===== src/rtl/encoder_angle_tracker_defines.svh =====
// Assertion macros shared by the encoder angle tracker RTL.
// Included by the modules that check their own logic; no other dependencies.
`ifndef ENCODER_ANGLE_TRACKER_DEFINES_SVH
`define ENCODER_ANGLE_TRACKER_DEFINES_SVH

`ifndef SYNTH
// prop must hold at every clock edge outside reset
`define EAT_ASSERT(lbl, prop, msg) \
    lbl: assert property (@(posedge clk) disable iff (!rst_n) (prop)) else $error(msg);
// expr must never be true outside reset
`define EAT_ASSERT_NEVER(lbl, expr, msg) \
    lbl: assert property (@(posedge clk) disable iff (!rst_n) !(expr)) else $error(msg);
`else
`define EAT_ASSERT(lbl, prop, msg)
`define EAT_ASSERT_NEVER(lbl, expr, msg)
`endif

`endif


===== src/rtl/eat_pkg.sv =====
// Shared types and constants for the encoder angle tracker.
// No dependencies; used by every module of the block.
`timescale 1ns / 1ps

package eat_pkg;

    localparam int FRAME_W     = 16;
    localparam int RAW_W       = 14;
    localparam int ANG_W       = 16;
    localparam int DELTA_W     = 17;
    localparam int TURN_W      = 16;
    localparam int MULTI_W     = 32;
    localparam int PP_W        = 7;
    localparam int CFG_IDX_W   = 4;
    localparam int CFG_DATA_W  = 16;

    localparam int QUEUE_DEPTH = 4;
    localparam int QPTR_W      = 2;

    // 0.8 turn in 1/65536 units
    localparam logic signed [DELTA_W-1:0] JUMP_LIMIT = 17'sd52428;
    localparam logic signed [TURN_W-1:0]  TURN_MAX   = 16'sh7FFF;
    localparam logic signed [TURN_W-1:0]  TURN_MIN   = 16'sh8000;

    typedef enum logic [CFG_IDX_W-1:0] {
        REG_DIRECTION   = 4'd0,
        REG_POLE_PAIRS  = 4'd1,
        REG_MECH_OFFSET = 4'd2,
        REG_ELEC_OFFSET = 4'd3
    } cfg_reg_e;

    typedef struct packed {
        logic              direction;
        logic [PP_W-1:0]   pole_pairs;
        logic [ANG_W-1:0]  mech_offset;
        logic [ANG_W-1:0]  elec_offset;
    } cfg_t;

    // one classified frame on its way from front to back
    typedef struct packed {
        logic [RAW_W-1:0] raw;
        logic             perr;
        logic [ANG_W-1:0] mech;
    } item_t;

endpackage


===== src/rtl/eat_front.sv =====
// Front end: parity check, count extraction, direction and scaling to 16 bits.
// Depends on eat_pkg.
`timescale 1ns / 1ps

module eat_front #(
    parameter int ANGLE_BITS = 14
) (
    input  logic [eat_pkg::FRAME_W-1:0] rx_frame,
    input  logic                        direction,
    output eat_pkg::item_t              item
);

    localparam int CNT_BITS = (ANGLE_BITS < eat_pkg::RAW_W) ? ANGLE_BITS : eat_pkg::RAW_W;
    localparam int SHIFT    = eat_pkg::ANG_W - ANGLE_BITS;
    localparam logic [eat_pkg::RAW_W-1:0] CNT_MASK = eat_pkg::RAW_W'((1 << CNT_BITS) - 1);

    logic                        perr;
    logic [eat_pkg::RAW_W-1:0]   raw;
    logic [ANGLE_BITS-1:0]       pos_fwd;
    logic [ANGLE_BITS-1:0]       pos;

    always_comb
    begin
        // even parity: bit 15 must equal the xor of bits 14..0
        perr    = rx_frame[15] ^ (^rx_frame[14:0]);
        raw     = perr ? '0 : (rx_frame[eat_pkg::RAW_W-1:0] & CNT_MASK);
        pos_fwd = ANGLE_BITS'(raw);
        // reversal wraps mod one turn, so zero stays zero
        pos     = direction ? pos_fwd : (ANGLE_BITS'(0) - pos_fwd);
        item.raw  = raw;
        item.perr = perr;
        item.mech = eat_pkg::ANG_W'(pos) << SHIFT;
    end

endmodule


===== src/rtl/eat_queue.sv =====
// Short request queue between front and back ends.
// Depends on eat_pkg and the shared assertion header.
`timescale 1ns / 1ps
`include "encoder_angle_tracker_defines.svh"

module eat_queue (
    input  logic           clk,
    input  logic           rst_n,
    input  logic           wr_en,
    input  eat_pkg::item_t wr_item,
    output logic           full,
    input  logic           rd_en,
    output eat_pkg::item_t head,
    output logic           head_valid
);

    eat_pkg::item_t                    entry_reg [eat_pkg::QUEUE_DEPTH];
    logic [eat_pkg::QPTR_W-1:0]        wr_ptr_reg, wr_ptr_next;
    logic [eat_pkg::QPTR_W-1:0]        rd_ptr_reg, rd_ptr_next;
    logic [eat_pkg::QPTR_W:0]          cnt_reg, cnt_next;
    logic                              do_wr, do_rd;

    always_comb
    begin
        full       = (cnt_reg == (eat_pkg::QPTR_W+1)'(eat_pkg::QUEUE_DEPTH));
        head_valid = (cnt_reg != '0);
        head       = entry_reg[rd_ptr_reg];
        do_wr      = wr_en && !full;
        do_rd      = rd_en && head_valid;
        wr_ptr_next = do_wr ? wr_ptr_reg + 1'b1 : wr_ptr_reg;
        rd_ptr_next = do_rd ? rd_ptr_reg + 1'b1 : rd_ptr_reg;
        cnt_next    = cnt_reg;
        if (do_wr && !do_rd)
        begin
            cnt_next = cnt_reg + 1'b1;
        end
        else if (do_rd && !do_wr)
        begin
            cnt_next = cnt_reg - 1'b1;
        end
    end

    always_ff @(posedge clk or negedge rst_n)
    begin
        if (!rst_n)
        begin
            wr_ptr_reg <= '0;
            rd_ptr_reg <= '0;
            cnt_reg    <= '0;
        end
        else
        begin
            wr_ptr_reg <= wr_ptr_next;
            rd_ptr_reg <= rd_ptr_next;
            cnt_reg    <= cnt_next;
        end
    end

    always_ff @(posedge clk)
    begin
        if (do_wr)
        begin
            entry_reg[wr_ptr_reg] <= wr_item;
        end
    end

    `EAT_ASSERT_NEVER(a_cnt_bound, cnt_reg > (eat_pkg::QPTR_W+1)'(eat_pkg::QUEUE_DEPTH), "queue count overflow")
    `EAT_ASSERT(a_cnt_inc, (do_wr && !do_rd) |=> (cnt_reg == $past(cnt_reg) + 1'b1), "push lost")
    `EAT_ASSERT(a_cnt_dec, (do_rd && !do_wr) |=> (cnt_reg == $past(cnt_reg) - 1'b1), "pop lost")

endmodule


===== src/rtl/eat_back.sv =====
// Back end: offsets, electrical angle, delta, revolution tracking, result register.
// Depends on eat_pkg and the shared assertion header.
`timescale 1ns / 1ps
`include "encoder_angle_tracker_defines.svh"

module eat_back (
    input  logic                               clk,
    input  logic                               rst_n,
    input  eat_pkg::cfg_t                      cfg,
    input  eat_pkg::item_t                     head,
    input  logic                               head_valid,
    output logic                               take,
    output logic                               empty,
    input  logic                               pop,
    output logic [eat_pkg::RAW_W-1:0]          raw_angle,
    output logic                               parity_error,
    output logic [eat_pkg::ANG_W-1:0]          mech_angle,
    output logic [eat_pkg::ANG_W-1:0]          single_angle,
    output logic [eat_pkg::ANG_W-1:0]          elec_angle,
    output logic signed [eat_pkg::DELTA_W-1:0] angle_delta,
    output logic signed [eat_pkg::TURN_W-1:0]  turn_count,
    output logic signed [eat_pkg::MULTI_W-1:0] multi_turn_position
);

    localparam int PROD_W = eat_pkg::ANG_W + eat_pkg::PP_W;

    logic                               out_valid_reg, out_valid_next;
    logic [eat_pkg::ANG_W-1:0]          prev_reg;
    logic signed [eat_pkg::TURN_W-1:0]  rev_reg, rev_next;
    logic signed [eat_pkg::DELTA_W-1:0] delta;
    logic [PROD_W-1:0]                  prod;
    logic [eat_pkg::ANG_W-1:0]          single_next, elec_next;

    logic [eat_pkg::RAW_W-1:0]          raw_reg;
    logic                               perr_reg;
    logic [eat_pkg::ANG_W-1:0]          mech_reg, single_reg, elec_reg;
    logic signed [eat_pkg::DELTA_W-1:0] delta_reg;
    logic signed [eat_pkg::TURN_W-1:0]  turn_reg;

    always_comb
    begin
        take  = head_valid && (!out_valid_reg || pop);
        out_valid_next = take || (out_valid_reg && !pop);
        delta = $signed({1'b0, head.mech}) - $signed({1'b0, prev_reg});
        rev_next = rev_reg;
        // backward wrap shows as a large positive jump, forward as negative
        if (delta > eat_pkg::JUMP_LIMIT)
        begin
            if (rev_reg != eat_pkg::TURN_MIN)
            begin
                rev_next = rev_reg - 16'sd1;
            end
        end
        else if (delta < -eat_pkg::JUMP_LIMIT)
        begin
            if (rev_reg != eat_pkg::TURN_MAX)
            begin
                rev_next = rev_reg + 16'sd1;
            end
        end
        prod        = PROD_W'(head.mech) * PROD_W'(cfg.pole_pairs);
        single_next = head.mech + cfg.mech_offset;
        elec_next   = prod[eat_pkg::ANG_W-1:0] + cfg.elec_offset;
    end

    always_ff @(posedge clk or negedge rst_n)
    begin
        if (!rst_n)
        begin
            out_valid_reg <= 1'b0;
            prev_reg      <= '0;
            rev_reg       <= '0;
        end
        else
        begin
            out_valid_reg <= out_valid_next;
            if (take)
            begin
                prev_reg <= head.mech;
                rev_reg  <= rev_next;
            end
        end
    end

    always_ff @(posedge clk)
    begin
        if (take)
        begin
            raw_reg    <= head.raw;
            perr_reg   <= head.perr;
            mech_reg   <= head.mech;
            single_reg <= single_next;
            elec_reg   <= elec_next;
            delta_reg  <= delta;
            turn_reg   <= rev_next;
        end
    end

    assign empty               = !out_valid_reg;
    assign raw_angle           = raw_reg;
    assign parity_error        = perr_reg;
    assign mech_angle          = mech_reg;
    assign single_angle        = single_reg;
    assign elec_angle          = elec_reg;
    assign angle_delta         = delta_reg;
    assign turn_count          = turn_reg;
    assign multi_turn_position = {turn_reg, mech_reg};

    `EAT_ASSERT(a_rev_step, take |=> ((rev_reg == $past(rev_reg)) || (rev_reg == $past(rev_reg) + 16'sd1) || (rev_reg == $past(rev_reg) - 16'sd1)), "revolution count jumped by more than one")
    `EAT_ASSERT(a_state_hold, !take |=> ($stable(rev_reg) && $stable(prev_reg)), "tracking state changed without a request")
    `EAT_ASSERT(a_take_shows, take |=> (out_valid_reg && (turn_reg == rev_reg) && (mech_reg == prev_reg)), "result register out of step with tracking state")

endmodule


===== src/rtl/encoder_angle_tracker.sv =====
// Top level of the encoder angle tracker: configuration registers, front, queue, back.
// Depends on eat_pkg, eat_front, eat_queue and eat_back.
//
//  channel   handshake           payload
//  --------  ------------------  ----------------------------------------------
//  config    cfg_valid/cfg_ready cfg_index, cfg_data
//  input     push/full           rx_frame
//  result    empty/pop           raw_angle .. multi_turn_position (eight fields)
//
// One frame per cycle sustained while results are popped; an accepted frame is written
// into the queue at its edge and loaded into the result register from the queue head once
// that register is empty or popped. The revolution count update in the back end is a loop.
// A 4-deep queue decouples front and back; full rises only when results are not popped.
// Reset empties queue and result register, clears previous angle and revolution count,
// and loads the configuration defaults. cfg_ready is always high.
`timescale 1ns / 1ps

module encoder_angle_tracker #(
    parameter int ANGLE_BITS = 14
) (
    input  logic                                  clk,
    input  logic                                  rst_n,
    input  logic                                  cfg_valid,
    output logic                                  cfg_ready,
    input  logic [eat_pkg::CFG_IDX_W-1:0]         cfg_index,
    input  logic [eat_pkg::CFG_DATA_W-1:0]        cfg_data,
    input  logic                                  push,
    output logic                                  full,
    input  logic [eat_pkg::FRAME_W-1:0]           rx_frame,
    output logic                                  empty,
    input  logic                                  pop,
    output logic [eat_pkg::RAW_W-1:0]             raw_angle,
    output logic                                  parity_error,
    output logic [eat_pkg::ANG_W-1:0]             mech_angle,
    output logic [eat_pkg::ANG_W-1:0]             single_angle,
    output logic [eat_pkg::ANG_W-1:0]             elec_angle,
    output logic signed [eat_pkg::DELTA_W-1:0]    angle_delta,
    output logic signed [eat_pkg::TURN_W-1:0]     turn_count,
    output logic signed [eat_pkg::MULTI_W-1:0]    multi_turn_position
);

    eat_pkg::cfg_t  cfg_reg;
    eat_pkg::item_t front_item;
    eat_pkg::item_t head;
    logic           head_valid;
    logic           take;

    assign cfg_ready = 1'b1;

    always_ff @(posedge clk or negedge rst_n)
    begin
        if (!rst_n)
        begin
            cfg_reg.direction   <= 1'b1;
            cfg_reg.pole_pairs  <= 7'd7;
            cfg_reg.mech_offset <= 16'd19042;
            cfg_reg.elec_offset <= 16'd2218;
        end
        else if (cfg_valid && cfg_ready)
        begin
            case (eat_pkg::cfg_reg_e'(cfg_index))
                eat_pkg::REG_DIRECTION:   cfg_reg.direction   <= cfg_data[0];
                eat_pkg::REG_POLE_PAIRS:  cfg_reg.pole_pairs  <= cfg_data[eat_pkg::PP_W-1:0];
                eat_pkg::REG_MECH_OFFSET: cfg_reg.mech_offset <= cfg_data;
                eat_pkg::REG_ELEC_OFFSET: cfg_reg.elec_offset <= cfg_data;
                default:                  cfg_reg             <= cfg_reg;
            endcase
        end
    end

    eat_front #(
        .ANGLE_BITS (ANGLE_BITS)
    ) u_front (
        .rx_frame  (rx_frame),
        .direction (cfg_reg.direction),
        .item      (front_item)
    );

    eat_queue u_queue (
        .clk        (clk),
        .rst_n      (rst_n),
        .wr_en      (push),
        .wr_item    (front_item),
        .full       (full),
        .rd_en      (take),
        .head       (head),
        .head_valid (head_valid)
    );

    eat_back u_back (
        .clk                 (clk),
        .rst_n               (rst_n),
        .cfg                 (cfg_reg),
        .head                (head),
        .head_valid          (head_valid),
        .take                (take),
        .empty               (empty),
        .pop                 (pop),
        .raw_angle           (raw_angle),
        .parity_error        (parity_error),
        .mech_angle          (mech_angle),
        .single_angle        (single_angle),
        .elec_angle          (elec_angle),
        .angle_delta         (angle_delta),
        .turn_count          (turn_count),
        .multi_turn_position (multi_turn_position)
    );

endmodule

===== config.mk =====
export PLATFORM = sky130hd
export DESIGN_NAME = encoder_angle_tracker
export DESIGN_NICKNAME = d
export VERILOG_FILES = /design/src/rtl/eat_pkg.sv /design/src/rtl/eat_front.sv /design/src/rtl/eat_queue.sv /design/src/rtl/eat_back.sv /design/src/rtl/encoder_angle_tracker.sv
export VERILOG_INCLUDE_DIRS = /design/src /design/src/rtl
export SDC_FILE = /design/constraint.sdc
export NUM_CORES = 1
export LEC_CHECK = 0
export BUFFER_PORTS_ARGS = -buffer_cell sky130_fd_sc_hd__buf_2
export CAP_MARGIN = 0
export CORE_ASPECT_RATIO = 0.5
export CORE_MARGIN = 8
export CORE_UTILIZATION = 50
export DETAILED_ROUTE_END_ITERATION = 16
export PLACE_DENSITY = 0.7
export SLEW_MARGIN = 20
export SYNTH_ARGS = -nofsm -noshare
export SYNTH_HDL_FRONTEND = slang
export SYNTH_SLANG_ARGS = --single-unit
export TNS_END_PERCENT = 50

===== constraint.sdc =====
create_clock -name clk -period 7.25 [get_ports clk]
set_clock_uncertainty 0.05 [all_clocks]
set_input_delay 0.725 -clock clk [delete_from_list [all_inputs] [get_ports clk]]
set_output_delay 0.725 -clock clk [all_outputs]
set_load 0.05 [all_outputs]

==> results_dict.tcl <==
set metrics [dict create \
    status "finished, final reports clean" \
    slew_violations 0 \
    yosysWarnings 0 \
    reg2reg_start "u_queue.rd_ptr_reg[1]" \
    rrSetupSlack_ns 1.34 \
    cts_buffer_depth 3 \
    antennaDiodeCount 0 \
    fin_crit_ns 5.91 \
    max_slew.worst_pin.slew_ns 1.09 \
    netlist-cell-type-count 81 \
    synth.largest_area_cell "sky130_fd_sc_hd__edfxtp_1" \
    hold_violation_total_from_the_final_report 0 \
    cts_setup_buffers 0 \
    synthArstFlopShare_pct 27.8 \
    grt.overflow.total 0 \
    worst_slew_margin_relative_to_its_limit_pct 26.7 \
    worstSetupStartpointType "register" \
    critical-path-slowest-cell "sky130_fd_sc_hd__dfrtp_1" \
    h-tree-depth 1 \
    setup-violations-final 0 \
    post_cts_resized 0 \
    layout_commonest_cell "sky130_fd_sc_hd__edfxtp_1" \
    fp.dieH_um 141 \
    layout-drive-gt1-share_pct 22.3 \
    grt_pass1_vias 10200 \
    grt_start_max_net_pins 79 \
    synth_cells 1253 \
    start_util_pct 51.1 \
    synth_edf_count 203 \
    routedWlPerCell_um 18.4 \
    min_path_type "primary input to register" \
    viasPerCell 5.37 \
    cts_root_buffer "sky130_fd_sc_hd__clkbuf_16" \
    timing.critical_path.to_type "register" \
    floorplan.io_pins 172 \
    grt_setup_unrepaired "false" \
    drc_errors 0 \
    finalNetCount 1542 \
    worstReg2RegEnd "u_back.elec_angle[14]" \
    timing.critical_path.arrival_ns 6.27 \
    ff2ff_path_depth 18 \
    critical_path_required_ns 7.61 \
    critical-path-max-stage-delay_ns 0.73 \
    gpl_wtd_cong 0.883 \
    portBuffers 164 \
    critical_path.max_fanout 12 \
    timing.critical_path.from "u_queue.rd_ptr_reg[1]" \
    syn_area_per_cell_um2 12.4 \
    number_of_detailed_route_iterations_in_the_first_pass 5 \
    clock.fmax_mhz 169 \
    synth_largest_type_area_fraction_pct 39.2 \
    layout_common_cells "203 x sky130_fd_sc_hd__edfxtp_1, 163 x sky130_fd_sc_hd__buf_2, 133 x sky130_fd_sc_hd__inv_1" \
    postSynth.topFlopCell "sky130_fd_sc_hd__edfxtp_1" \
    cts_tree "done" \
    drtIter0Drc 617 \
    grt_first_pass_wirelength_mm 54.2 \
    clk_latency_ns 0.54 \
    ys_top_cells_by_area "sky130_fd_sc_hd__edfxtp_1 39%, sky130_fd_sc_hd__dfrtp_1 10%, sky130_fd_sc_hd__fa_1 7.3%, sky130_fd_sc_hd__ha_1 4.7%, sky130_fd_sc_hd__mux4_2 4.1%" \
    rows 45 \
    wirelength_mm 33.5 \
    initial_antenna_violation_count 0 \
    yosysSeqAreaShare_pct 51.8 \
    postRouteAntennaNets 0 \
    cts_inserted_buffers 26 \
    area_delta_synth_final_pct 11.7 \
    maximum_capacitance_violations 0 \
    place_hpwl_mm 23.7 \
    endpoint "u_back.elec_angle[14]" \
    largest_reg_flops 112 \
    fin_crit_sh_pct 81.5 \
    die_width_um 265 \
    clock_sink_count 281 \
    timing_worst_setup_path_type "register to register" \
    critical_path.cell_chain "mux4_2 > and2_1 > fa_1 > inv_1 > fa_1 > inv_1 > fa_1 > inv_1 > fa_1 > inv_1 > ha_1 > a21boi_0 > o21ai_0 > a21boi_0 > o21ai_0 > a21boi_0 > or4b_2 > nand3_1" \
    cts.clk_slew.worst_paths_ns 0.06 \
    ys_seq_elements 281 \
    routed-via-count 9812 \
    core_region_area_um2 30500 \
    netlist_area_before_placement_um2 15600 \
    gr-usage-all-layers_pct 17.8 \
    die-area_um2 37400 \
    setup-tns-final_ns 0 \
]
==> worst min path at each step <==
| stage | slack, ns | to | depth (start not counted) | from |
|---|---|---|---|---|
| CTS | 0.31 | u_back.out_valid_reg | 2 | pop |
| global placement | 0.38 | u_back.single_angle[0] | 0 | cfg_reg[16] |
| floorplan | 0.37 | u_back.elec_angle[0] | 0 | cfg_reg[0] |
| finish | 0.33 | u_back.out_valid_reg | 2 | pop |
| global route | 0.32 | u_back.out_valid_reg | 2 | pop |
| detailed placement | 0.38 | u_back.elec_angle[0] | 0 | cfg_reg[0] |
==> area by class of cell <==
cell class | instances | area [um2]
multi-input combinational | 769 | 6590
clock buffer | 38 | 737
inverter | 135 | 509
sequential | 281 | 8070
fill | 2472 | 13100
clock inverter | 10 | 52.6
timing repair buffer | 172 | 886
tap | 423 | 529
==> routing by layer <==
metal | GRT usage, % | part of all wire, % | up-vias
met2 | 31.3 | 51 | 203
met1 | 22.9 | 43 | 4955
met4 | 3.95 | 2.0 | 0
met3 | 3.32 | 4.5 | 58
li1 | - | - | 4596
met5 | 0 | 0 | -
==> kinds of logic after synthesis <==
| kind of cell | synth area share (%) |
|---|---|
| other cells | 0.0483 |
| fa+ha+maj | 12.1 |
| flops | 51.8 |
| simple gates | 10.7 |
| xor+xnor | 5.35 |
| buf+inv | 5.97 |
| compound gates | 6.74 |
| mux | 7.29 |
==> timing repair <==
| item | 4_1_cts | 5_1_grt |
|---|---|---|
| hold endpoints to repair | 7 | 0 |
| hold buffers | 1 | 0 |
| setup endpoints to repair | 0 | 0 |
==> per-stage QoR <==
step           hold WS (ns)  worst slack (ns)  instance area, um2  utilization (%)  instances
4_1_cts               0.313              1.33               17400             57.0       1828
6_report              0.330              1.34               17400             57.0       1828
2_1_floorplan         0.369              1.03               15600                -       1258
3_3_place_gp          0.378              1.44               16600             54.4       1779
3_5_place_dp          0.383              1.38               16600             54.4       1779
5_1_grt               0.322             0.961               17400             57.0       1828
==> cells in the mapped netlist (7+ instances only) <==
cell	count
sky130_fd_sc_hd__a21o_1	9
sky130_fd_sc_hd__a21oi_1	36
sky130_fd_sc_hd__and2_1	55
sky130_fd_sc_hd__and3_1	8
sky130_fd_sc_hd__buf_1	7
sky130_fd_sc_hd__buf_4	39
sky130_fd_sc_hd__clkbuf_1	26
sky130_fd_sc_hd__dfrtp_1	63
sky130_fd_sc_hd__dfstp_2	15
sky130_fd_sc_hd__edfxtp_1	203
sky130_fd_sc_hd__fa_1	57
sky130_fd_sc_hd__ha_1	59
sky130_fd_sc_hd__inv_1	134
sky130_fd_sc_hd__mux2_2	42
sky130_fd_sc_hd__mux4_2	28
sky130_fd_sc_hd__nand2_1	94
sky130_fd_sc_hd__nand3_1	14
sky130_fd_sc_hd__nand4_1	11
sky130_fd_sc_hd__nor2_1	67
sky130_fd_sc_hd__nor2b_1	11
sky130_fd_sc_hd__nor3_1	23
sky130_fd_sc_hd__o21ai_0	40
sky130_fd_sc_hd__o31a_1	7
sky130_fd_sc_hd__or3_1	8
sky130_fd_sc_hd__xnor2_1	64
sky130_fd_sc_hd__xor2_1	31
==> critical path: cells and delay by family (launching register included) <==
kind	cells	cell delay [ns]
flip-flops	1	0.73
buffers and inverters	4	0.19
AND/OR/NAND/NOR	3	0.97
AO/OA/AOI/OAI	5	0.89
multiplexers	1	0.56
adder cells (fa/ha/maj)	5	2.36
Power is not shown: default switching activity piles up to over one toggle a cycle in this logic, so the estimate is an artifact.
